<file path="config.mk">
export PLATFORM = sky130hd
export DESIGN_NAME = ukt_ctrl
export DESIGN_NICKNAME = d
export VERILOG_FILES = /design/src/rtl/ukt_pkg.sv /design/src/rtl/ukt_ctrl.sv
export SDC_FILE = /design/constraint.sdc
export NUM_CORES = 1
export LEC_CHECK = 0
export BUFFER_PORTS_ARGS = -buffer_cell sky130_fd_sc_hd__buf_2
export CAP_MARGIN = 15
export CORE_MARGIN = 8
export CORE_UTILIZATION = 25
export CTS_BUF_LIST = sky130_fd_sc_hd__clkbuf_8
export DETAILED_ROUTE_END_ITERATION = 12
export HOLD_SLACK_MARGIN = 0.12
export PLACE_DENSITY_LB_ADDON = 0.2
export SLEW_MARGIN = 10
export SYNTH_ARGS = -nofsm -noshare
export SYNTH_HDL_FRONTEND = slang
export SYNTH_SLANG_ARGS = --single-unit
</file>
<file path="constraint.sdc">
create_clock -name clk -period 1.9 [get_ports clk]
set_input_delay 0.285 -clock clk [delete_from_list [all_inputs] [get_ports clk]]
set_output_delay 0.285 -clock clk [all_outputs]
set_load 0.02 [all_outputs]
</file>
<file path="src/rtl/ukt_pkg.sv">
`timescale 1ns / 1ps
`default_nettype none
// ----------------------------------------------------------------------------
// ukt_pkg
// Shared constants, codes and controller/datapath interface types for the
// unsorted key table.
// ----------------------------------------------------------------------------
package ukt_pkg;

    localparam int CAPACITY = 256;
    localparam int ADDR_W   = $clog2(CAPACITY);
    localparam int CNT_W    = $clog2(CAPACITY + 1);
    localparam int KEY_W    = 32;

    // command codes
    localparam logic [2:0] CMD_INSERT = 3'd0;
    localparam logic [2:0] CMD_DELETE = 3'd1;
    localparam logic [2:0] CMD_SEARCH = 3'd2;
    localparam logic [2:0] CMD_MIN    = 3'd3;
    localparam logic [2:0] CMD_MAX    = 3'd4;
    localparam logic [2:0] CMD_PRED   = 3'd5;
    localparam logic [2:0] CMD_SUCC   = 3'd6;

    // status codes
    localparam logic [1:0] ST_OK        = 2'd0;
    localparam logic [1:0] ST_NOT_FOUND = 2'd1;
    localparam logic [1:0] ST_BAD       = 2'd2;
    localparam logic [1:0] ST_FULL      = 2'd3;

    // controller -> datapath
    typedef struct packed {
        logic       capture;
        logic       ins_write;
        logic       rd_last;
        logic       rd_slot;
        logic       del_write;
        logic       ref_load;
        logic       scan_clear;
        logic       scan_issue;
        logic       stat_load;
        logic [1:0] stat_code;
        logic       result_load;
    } ukt_cmd_t;

    // datapath -> controller
    typedef struct packed {
        logic [2:0] op;
        logic       full;
        logic       empty;
        logic       slot_bad;
        logic       issue_done;
        logic       cmp_pending;
        logic       have;
        logic       out_busy;
    } ukt_stat_t;

endpackage
`default_nettype wire

</file>
<file path="src/rtl/ukt_ctrl.sv">
`timescale 1ns / 1ps
`default_nettype none
// ----------------------------------------------------------------------------
// ukt_ctrl
// Command sequencer: decode, delete move, reference fetch, scan, hand-off.
// ----------------------------------------------------------------------------
module ukt_ctrl
    import ukt_pkg::*;
(
    input  wire logic      clk,
    input  wire logic      rst_n,
    input  wire logic      in_valid,
    output logic           in_ready,
    input  wire ukt_stat_t stat,
    output ukt_cmd_t       ctl
);

    localparam logic [2:0] S_IDLE   = 3'd0;
    localparam logic [2:0] S_DECODE = 3'd1;
    localparam logic [2:0] S_DEL_WR = 3'd2;
    localparam logic [2:0] S_REF    = 3'd3;
    localparam logic [2:0] S_SCAN   = 3'd4;
    localparam logic [2:0] S_FINISH = 3'd5;

    logic [2:0] state_reg, state_next;

    assign in_ready = (state_reg == S_IDLE);

    always_comb
    begin
        state_next = state_reg;
        ctl        = '0;
        case (state_reg)
            S_IDLE:
            begin
                ctl.capture = in_valid;
                if (in_valid)
                    state_next = S_DECODE;
            end
            S_DECODE:
            begin
                ctl.stat_load = 1'b1;
                ctl.stat_code = ST_OK;
                state_next    = S_FINISH;
                case (stat.op)
                    CMD_INSERT:
                    begin
                        if (stat.full)
                            ctl.stat_code = ST_FULL;
                        else
                            ctl.ins_write = 1'b1;
                    end
                    CMD_DELETE:
                    begin
                        if (stat.slot_bad)
                            ctl.stat_code = ST_BAD;
                        else
                        begin
                            ctl.rd_last = 1'b1;
                            state_next  = S_DEL_WR;
                        end
                    end
                    CMD_SEARCH:
                    begin
                        ctl.scan_clear = 1'b1;
                        state_next     = S_SCAN;
                    end
                    CMD_MIN, CMD_MAX:
                    begin
                        if (stat.empty)
                            ctl.stat_code = ST_BAD;
                        else
                        begin
                            ctl.scan_clear = 1'b1;
                            state_next     = S_SCAN;
                        end
                    end
                    CMD_PRED, CMD_SUCC:
                    begin
                        if (stat.slot_bad)
                            ctl.stat_code = ST_BAD;
                        else
                        begin
                            ctl.rd_slot = 1'b1;
                            state_next  = S_REF;
                        end
                    end
                    default: ctl.stat_code = ST_BAD;
                endcase
            end
            S_DEL_WR:
            begin
                ctl.del_write = 1'b1;
                state_next    = S_FINISH;
            end
            S_REF:
            begin
                ctl.ref_load   = 1'b1;
                ctl.scan_clear = 1'b1;
                state_next     = S_SCAN;
            end
            S_SCAN:
            begin
                if (!stat.issue_done)
                    ctl.scan_issue = 1'b1;
                else if (!stat.cmp_pending)
                begin
                    ctl.stat_load = 1'b1;
                    ctl.stat_code = stat.have ? ST_OK : ST_NOT_FOUND;
                    state_next    = S_FINISH;
                end
            end
            S_FINISH:
            begin
                if (!stat.out_busy)
                begin
                    ctl.result_load = 1'b1;
                    state_next      = S_IDLE;
                end
            end
            default: state_next = S_IDLE;
        endcase
    end

    always_ff @(posedge clk or negedge rst_n)
    begin
        if (!rst_n)
            state_reg <= S_IDLE;
        else
            state_reg <= state_next;
    end

endmodule
`default_nettype wire

</file>
After elaboration in Yosys (flattened, before gate mapping)
Index checks and enable logic that the tools add are counted.
{"block": "totals", "register_bits": 3, "in_bits": 13, "word_cells": 55}
{"block": "op_classes", "mux": 33, "reduce_logical": 6, "n_eq_ne": 15}
{"operator": "$mux W3", "count": 9}
{"operator": "$pmux W3 S6", "count": 1}
{"operator": "$eq A3 B3 Y1 const B", "count": 5}
{"operator": "$mux W1", "count": 15}
{"operator": "$eq A3 B2 Y1 const B", "count": 4}
{"operator": "$pmux W3 S4", "count": 1}
{"operator": "$ne A2 B2 Y1 const B", "count": 4}
{"operator": "$pmux W2 S4", "count": 1}
{"operator": "$eq A3 B1 Y1 const B", "count": 2}
{"operator": "$logic_not A3 Y1", "count": 2}
{"operator": "$mux W2", "count": 3}
{"operator": "$pmux W3 S2", "count": 1}
{"operator": "$pmux W1 S2", "count": 2}
{"operator": "$reduce_and A4 Y1", "count": 1}
{"operator": "$reduce_or A2 Y1", "count": 2}
{"operator": "$reduce_or A3 Y1", "count": 1}

Depth between registers and ports, before layout
Gate-level depths: netlist of run 1.
{"block": "logic_depth", "ltp_word": 4, "mapped_depth": 6, "ltp_nobuf": 4}

Worst setup path after synthesis of run 1
Ideal clock, no wire load.
{"block": "synth_timing", "path_type": "reg2out", "from": "register state_reg[2]", "to": "output ctl[9] in the netlist's numbering", "stages_incl_launch_ff": 5, "arrival_ns": 1.687, "n_path_buf": 2, "setup_slack_ns": -0.072, "required_ns": 1.615, "cell_sequence": "dfrtp_1 > buf_6 > or3b_4 > buf_6 > nor4_1"}
{"element": "from (decl)", "line": "ukt_ctrl.sv:25", "text": "logic [2:0] state_reg, state_next;"}
{"element": "from (signal assigned)", "line": "ukt_ctrl.sv:130", "text": "state_reg <= state_next;"}
{"element": "to (decl)", "line": "ukt_ctrl.sv:15", "text": "output ukt_cmd_t ctl"}

==> results.tsv, run 1 <==
stage	metric	value	unit
run_status	run_status	complete, no violations	
clock_network	cts_made_buffers	3	
setup_path	worst-r2r-cell-count	4	
timing	worst_pin_slew	0.3250	ns
cells_and_area	core_util_final	39.63	%
clock_network	clk_pin_slew_worst_paths	0.03	ns
synthesis	yosysWarningCount	0	
synthesis	yosysTopAreaCell	sky130_fd_sc_hd__dfrtp_1	
synthesis	mappedNetlistNets	72	
clock_network	tritoncts_num_sinks	3	
cells_and_area	drive_gt1_share	47.13	%
min_path	hold_depth	2	
setup_path	reg2reg_setup_slack	0.48	ns
clock_network	cts.htree.levels	1	
power_and_ir_drop	p_leak	0.3117	nW
placement	io_buffers	25	
setup_path	timing.critical_path.to_type	output port	
timing	fin_crit	1.871	ns
setup_path	critPathArrivalTime	1.59	ns
setup_path	cp.required	1.62	ns
grt	grt_start_max_net_pins	13	
cells_and_area	finalNetCount	101	
timing	slew_violations	0	
power_and_ir_drop	worst_ir_drop_vdd	435.4	uV
grt	first_pass_grt_wire_length	2346	um
timing	skew	0.002176	ns
drt	drt_first_pass_iters	2	
setup_path	cp_num_buf_inv	1	
setup_path	crit_fanout	3	
setup_path	start_kind	flip-flop	
synthesis	synthDistinctLibCells	29	
drt	drt-wirelength-per-cell	11.86	um
grt	grt_antenna_before_repair	0	
synthesis	synth_seq_cells	3	
setup_path	cell_class_contributing_the_biggest_share_of_worst_path_delay	simple AND/OR/NAND/NOR gates	
min_path	min-delay-start	stat[4]	
cells_and_area	multi_input_area	355.3	um2
die	die_span_in_x	58.33	um
die	floorplan.initialDensity	26.23	%
synthesis	synth_cells	59	
timing	fin_crit_sh	98.48	%
placement	detailedPlace.worstSlack	0.1982	ns
synthesis	synth_area_per_cell	7.592	um2
power_and_ir_drop	power_density	993.8	nW/um2
synthesis	synth_seq_area_share	16.76	%
timing	final-setup-viol-count	0	
placement	dpl.cell_count	106	
grt	grt_util_all_layers	8.266	%
die	fp.dieH	58.33	um
min_path	worstHoldPathType	primary input to flip-flop	
drt	wirelength	1328	um
placement	dp.final_hpwl	1041	um
timing	final-hold-violation-count	0	
timing	maxSlewHeadroom	78.17	%
setup_path	cp_slowest_cell	sky130_fd_sc_hd__or3b_4	
grt	vias_in_the_first_global_route	539	
setup_path	crit_path_max_incr_delay	0.43	ns
cells_and_area	flow.area_growth_from_synthesis	51.12	%
min_path	worstHoldEndpoint	state_reg[1]$_DFFE_PN0P_	
clock_network	worstSkewPairLatency	0.21	ns
die	coreArea	1708	um2
die	num_io_pins	26	
cells_and_area	diodes	0	
clock_network	cts_root_buffer	sky130_fd_sc_hd__clkbuf_8	
timing	rsz_0062_raised_after_global_routing	true	
setup_path	worst-path-stages	5	
placement	final_wtd_congestion	0.7394	
drt	via_count	508	
drt	antenna_left	0	
drt	first_iter_violations	9	
setup_path	timing.rr.start	state_reg[1]$_DFFE_PN0P_	
setup_path	crit_path_cell_trace	or3b_4, nor4_4, nand2_2, o31ai_1, buf_2	
cells_and_area	n_fill_cell	181	
drt	drc_errors	0	
clock_network	ctsLongestPathBuffers	2	
timing	max_freq	534.4	MHz
setup_path	setup.worst_path.class	flip-flop to output port	
clock_network	cts_tree	done	
synthesis	synthTopCellsByArea	sky130_fd_sc_hd__dfrtp_1, sky130_fd_sc_hd__nor3_1, sky130_fd_sc_hd__nor2b_1, sky130_fd_sc_hd__nand2b_1, sky130_fd_sc_hd__buf_6	
drt	drt-vias-per-instance	4.536	
synthesis	synth_top_area_share	16.76	%
die	dieArea	3402	um2
run	cap_viol_max_count	0	
grt	globalRoute.totalOverflow	0	
timing	setup_ws_post_layout	0.02891	ns
cells_and_area	ff_latch_area	75.07	um2
synthesis	synth_area	447.9	um2
die	placementRows	15	
cells_and_area	flip_flop_count_of_the_largest_register_after_layout	3	
setup_path	r2r_end	state_reg[0]$_DFFE_PN0P_	
cells_and_area	final_cells	112	
cells_and_area	most-common-layout-cells	sky130_fd_sc_hd__buf_2, sky130_fd_sc_hd__nor3_1, sky130_fd_sc_hd__buf_4, sky130_fd_sc_hd__nor2_1	
cells_and_area	layout.cells.most_common	sky130_fd_sc_hd__buf_2	
==> synthesized netlist by cell type <==
| library cell | count |
|---|---|
| sky130_fd_sc_hd__clkbuf_1 | 3 |
| sky130_fd_sc_hd__buf_1 | 1 |
| sky130_fd_sc_hd__nor4_1 | 1 |
| sky130_fd_sc_hd__o31ai_1 | 1 |
| sky130_fd_sc_hd__o22ai_1 | 1 |
| sky130_fd_sc_hd__nor3_1 | 7 |
| sky130_fd_sc_hd__nand3b_1 | 1 |
| sky130_fd_sc_hd__and2b_2 | 1 |
| sky130_fd_sc_hd__a21oi_1 | 4 |
| sky130_fd_sc_hd__o41ai_2 | 1 |
| sky130_fd_sc_hd__buf_6 | 2 |
| sky130_fd_sc_hd__o31a_1 | 1 |
| sky130_fd_sc_hd__o21ai_0 | 3 |
| sky130_fd_sc_hd__nand2_1 | 2 |
| sky130_fd_sc_hd__a31o_1 | 1 |
| sky130_fd_sc_hd__nor4_2 | 1 |
| sky130_fd_sc_hd__and4b_2 | 1 |
| sky130_fd_sc_hd__dfrtp_1 | 3 |
| sky130_fd_sc_hd__or2b_1 | 1 |
| sky130_fd_sc_hd__or3b_4 | 1 |
| sky130_fd_sc_hd__a211oi_1 | 1 |
| sky130_fd_sc_hd__o31ai_4 | 1 |
| sky130_fd_sc_hd__nand2b_1 | 4 |
| sky130_fd_sc_hd__nor3b_1 | 2 |
| sky130_fd_sc_hd__nor2_1 | 5 |
| sky130_fd_sc_hd__nor2b_1 | 5 |
| sky130_fd_sc_hd__and2_1 | 2 |
| sky130_fd_sc_hd__o21a_1 | 1 |
| sky130_fd_sc_hd__a31oi_1 | 1 |
==> logic make-up (layout without fill, tap and decap cells) <==
| kind of cell | count (synthesis) | in the layout | synth area share [%] |
|---|---|---|---|
| AND/OR/NAND/NOR | 34 | 34 | 46.93 |
| flip-flops | 3 | 3 | 16.76 |
| AO/OA/AOI/OAI | 16 | 16 | 27.94 |
| buffers and inverters | 6 | 34 | 8.379 |
==> worst register-to-register path: cells and delay by family, from the launching register on <==
family          cells  cell delay [ns]
flops               1             0.37
simple gates        1             0.43
buf+inv             1             0.17
compound gates      2             0.38
==> worst max-delay path by stage <==
stage,from,to,slack [ns]
after floorplan,state_reg[2]$_DFFE_PN0P_,ctl[2],0.03
after global placement,state_reg[2]$_DFFE_PN0P_,ctl[1],0.22
after detailed placement,state_reg[2]$_DFFE_PN0P_,ctl[1],0.20
after CTS,state_reg[1]$_DFFE_PN0P_,ctl[1],0.007
after global routing,state_reg[1]$_DFFE_PN0P_,ctl[9],-0.04
final,state_reg[1]$_DFFE_PN0P_,ctl[1],0.03
==> per-layer routing <==
| metal | track usage [%] | vias up | share of wire (%) |
|---|---|---|---|
| met5 | 0 | - | 0 |
| met4 | 3.147 | 0 | 0 |
| met3 | 2.826 | 0 | 11 |
| met2 | 11.18 | 22 | 39 |
| met1 | 11.50 | 215 | 50 |
| li1 | - | 271 | - |
==> metrics by stage <==
stage	cell area, um2	power (mW)	hold WS (ns)	setup TNS, ns
after detailed placement	595.6	0.4870	0.08226	0
final	676.9	0.6727	0.3382	0
after floorplan	454.2	0.3963	-0.01059	0
after CTS	666.9	0.6823	0.3388	0
after global placement	595.6	0.4856	0.08183	0
after global routing	676.9	0.7325	0.3426	-0.07366
==> final cells by class <==
| class | count | share of cell area, % |
|---|---|---|
| multi-input cells | 50 | 52.50 |
| repair buffers | 30 | 25.14 |
| clock buffers | 3 | 6.100 |
| flip-flops and latches | 3 | 11.09 |
| well taps | 25 | 4.621 |
| clock inverters | 1 | 0.5545 |
==> report_power, final <==
group          leakage, nW  internal (mW)  total [mW]  switching, mW
clock               0.0269          0.137       0.177         0.0393
sequential          0.0373         0.0848      0.0944        0.00957
combinational        0.247          0.175       0.402          0.226
total                0.312          0.398       0.673          0.275
==> what timing repair did <==
item                       4_1_cts  5_1_grt
gates cloned                     0        0
gates resized for setup          1        4
pin swaps                        2        0
hold buffers                     1        0
setup endpoints to repair        2        3
hold endpoints to repair         3        0
buffers inserted                 1        0
No activity file was read; power rests on OpenSTA's default activity.
==> run 2: changes to the inputs <==
--- a/config.mk
+++ b/config.mk
@@ -7,10 +7,11 @@
 export LEC_CHECK = 0
 export BUFFER_PORTS_ARGS = -buffer_cell sky130_fd_sc_hd__buf_2
 export CAP_MARGIN = 15
-export CORE_MARGIN = 8
-export CORE_UTILIZATION = 25
+export CORE_AREA = 8 8 45 47
 export CTS_BUF_LIST = sky130_fd_sc_hd__clkbuf_8
+export CTS_CLUSTER_DIAMETER = 100
 export DETAILED_ROUTE_END_ITERATION = 12
+export DIE_AREA = 0 0 53 55
 export HOLD_SLACK_MARGIN = 0.12
 export PLACE_DENSITY_LB_ADDON = 0.2
 export SLEW_MARGIN = 10
==> run 2 against run 1 <==
Net effect: critical endpoint is now ctl[2]; clock power barely moved; setup slack better by 0.024 ns; critical path depth decreased by 2; critical path type unchanged.
==> results.tsv, run 2 (synthesized netlist as in run 1, its figures left out) <==
stage	metric	value	unit	change
run_status	run_status	complete, no violations		
setup_path	r2r_end	state_reg[0]$_DFFE_PN0P_		
cells_and_area	multi_input_area	357.8	um2	+0.70%
die	dieArea	2915	um2	-14%
placement	final_wtd_congestion	0.8057		+9.0%
timing	setup_ws_post_layout	0.05340	ns	+0.02449 ns
timing	fin_crit_sh	97.19	%	-1.3 points
grt	grt_start_max_net_pins	13		unchanged
setup_path	cp_slowest_cell	sky130_fd_sc_hd__or3b_4		
setup_path	worst-path-stages	3		-2
clock_network	clk_pin_slew_worst_paths	0.03	ns	about the same
drt	first_iter_violations	9		unchanged
drt	via_count	530		+4.3%
grt	vias_in_the_first_global_route	482		-11%
setup_path	cell_class_contributing_the_biggest_share_of_worst_path_delay	simple AND/OR/NAND/NOR gates		
cells_and_area	layout.cells.most_common	sky130_fd_sc_hd__buf_2		
timing	fin_crit	1.847	ns	-0.02449 ns
min_path	worstHoldPathType	primary input to flip-flop		
timing	final-setup-viol-count	0		unchanged
die	die_span_in_x	53	um	-9.1%
die	fp.dieH	55	um	-5.7%
clock_network	cts_root_buffer	sky130_fd_sc_hd__clkbuf_8		
die	coreArea	1384	um2	-19%
clock_network	ctsLongestPathBuffers	2		unchanged
setup_path	critPathArrivalTime	1.56	ns	-0.03 ns
clock_network	worstSkewPairLatency	0.21	ns	about the same
clock_network	cts_made_buffers	3		unchanged
setup_path	timing.rr.start	state_reg[1]$_DFFE_PN0P_		
timing	slew_violations	0		unchanged
cells_and_area	flow.area_growth_from_synthesis	50.84	%	
cells_and_area	design_area	675.6	um2	-0.18%
clock_network	tritoncts_num_sinks	3		unchanged
drt	drt-wirelength-per-cell	12.11	um	+2.1%
setup_path	setup.worst_path.class	flip-flop to output port		
cells_and_area	most-common-layout-cells	sky130_fd_sc_hd__buf_2, sky130_fd_sc_hd__nor3_1, sky130_fd_sc_hd__buf_4, sky130_fd_sc_hd__nor2b_1, sky130_fd_sc_hd__nor2_1		
grt	grt_antenna_before_repair	0		unchanged
timing	maxSlewHeadroom	77.93	%	-0.24 points
setup_path	cp.required	1.62	ns	about the same
setup_path	startpoint	state_reg[1]$_DFFE_PN0P_		
placement	dpl_cell_area	584.3	um2	-1.9%
clock_network	cts.htree.levels	1		unchanged
setup_path	crit_fanout	5		+2
clock_network	cts_tree	done		
timing	final-hold-violation-count	0		unchanged
cells_and_area	finalNetCount	102		+0.99%
cells_and_area	flip_flop_count_of_the_largest_register_after_layout	3		unchanged
placement	detailedPlace.worstSlack	0.1996	ns	+0.001405 ns
timing	worst_pin_slew	0.3286	ns	+0.003558 ns
grt	first_pass_grt_wire_length	1994	um	-15%
run	cap_viol_max_count	0		unchanged
setup_path	endpoint	ctl[2]		
power_and_ir_drop	p_leak	0.3183	nW	+2.1%
cells_and_area	diodes	0		unchanged
die	floorplan.initialDensity	32.37	%	+6.1 points
setup_path	worst-r2r-cell-count	4		unchanged
die	num_io_pins	26		unchanged
timing	max_freq	541.5	MHz	+1.3%
setup_path	crit_path_max_incr_delay	0.44	ns	about the same
setup_path	start_kind	flip-flop		
placement	io_buffers	25		unchanged
timing	rsz_0062_raised_after_global_routing	true		
drt	drt_first_pass_iters	4		+2
setup_path	crit_path_cell_trace	or3b_4, o41ai_2, buf_4		
power_and_ir_drop	worst_ir_drop_vdd	623.4	uV	+43%
die	placementRows	14		-1
drt	wirelength	1259	um	-5.2%
setup_path	cp_num_buf_inv	1		unchanged
cells_and_area	ff_latch_area	75.07	um2	unchanged
power_and_ir_drop	power_density	1013	nW/um2	+1.9%
grt	grt_util_all_layers	8.743	%	+0.48 points
placement	dp.final_hpwl	985.6	um	-5.3%
cells_and_area	drive_gt1_share	47.73	%	+0.60 points
drt	antenna_left	0		unchanged
setup_path	timing.critical_path.to_type	output port		
timing	skew	0.0004381	ns	-0.001737 ns
drt	drc_errors	0		unchanged
cells_and_area	n_fill_cell	153		-15%
setup_path	reg2reg_setup_slack	0.47	ns	about the same
grt	globalRoute.totalOverflow	0		unchanged
drt	drt-vias-per-instance	5.096		+12%
power_and_ir_drop	power.total	684.4	uW	+1.7%
## run 2: worst min path at each step
stage             from                  endpoint  cells past startpoint
4_1_cts        stat[4]  state_reg[1]$_DFFE_PN0P_                      2
2_1_floorplan    rst_n  state_reg[0]$_DFFE_PN0P_                      0
5_1_grt        stat[4]  state_reg[1]$_DFFE_PN0P_                      2
3_3_place_gp     rst_n  state_reg[0]$_DFFE_PN0P_                      1
3_5_place_dp     rst_n  state_reg[0]$_DFFE_PN0P_                      1
6_report       stat[4]  state_reg[1]$_DFFE_PN0P_                      2
## run 2: what timing repair did
item	4_1_cts	5_1_grt
endpoints found under the setup margin	2	2
hold buffers	1	0
pin swaps	2	0
resized for setup	1	4
endpoints found under the hold margin	3	0
buffers inserted	2	0
## run 2: worst register-to-register path: stages, from the launching register on
cell,delay [ns]
sky130_fd_sc_hd__dfrtp_1,0.36
sky130_fd_sc_hd__or3b_4,0.44
sky130_fd_sc_hd__buf_4,0.16
sky130_fd_sc_hd__o31ai_4,0.21
sky130_fd_sc_hd__a31o_1,0.18
## run 2: cell type report
type | count | area share (%)
Clock buffer | 3 | 6.111
Clock inverter | 1 | 0.5556
Multi-Input combinational cell | 50 | 52.96
Sequential cell | 3 | 11.11
Tap cell | 16 | 2.963
Timing Repair Buffer | 31 | 26.30
## run 2: metrics by stage
step / hold WS (ns) / instances / util (%) / setup TNS [ns]
floorplan: -0.01059 / 59 / - / 0
global placement: 0.08101 / 97 / 42.22 / 0
detailed placement: 0.08257 / 97 / 42.22 / 0
CTS: 0.3368 / 104 / 47.92 / 0
global route: 0.3650 / 104 / 48.82 / -0.03651
finish: 0.3401 / 104 / 48.82 / 0
## run 2: power by group
group	internal [mW]	switching [mW]
Combinational	0.184	0.232
Clock	0.137	0.0381
Sequential	0.0848	0.00884
## run 2: layer usage
layer	global-route usage, %	wire (um)
met5	0	0
met4	6.466	15
met3	1.604	138
met1	12.16	634
met2	11.52	470
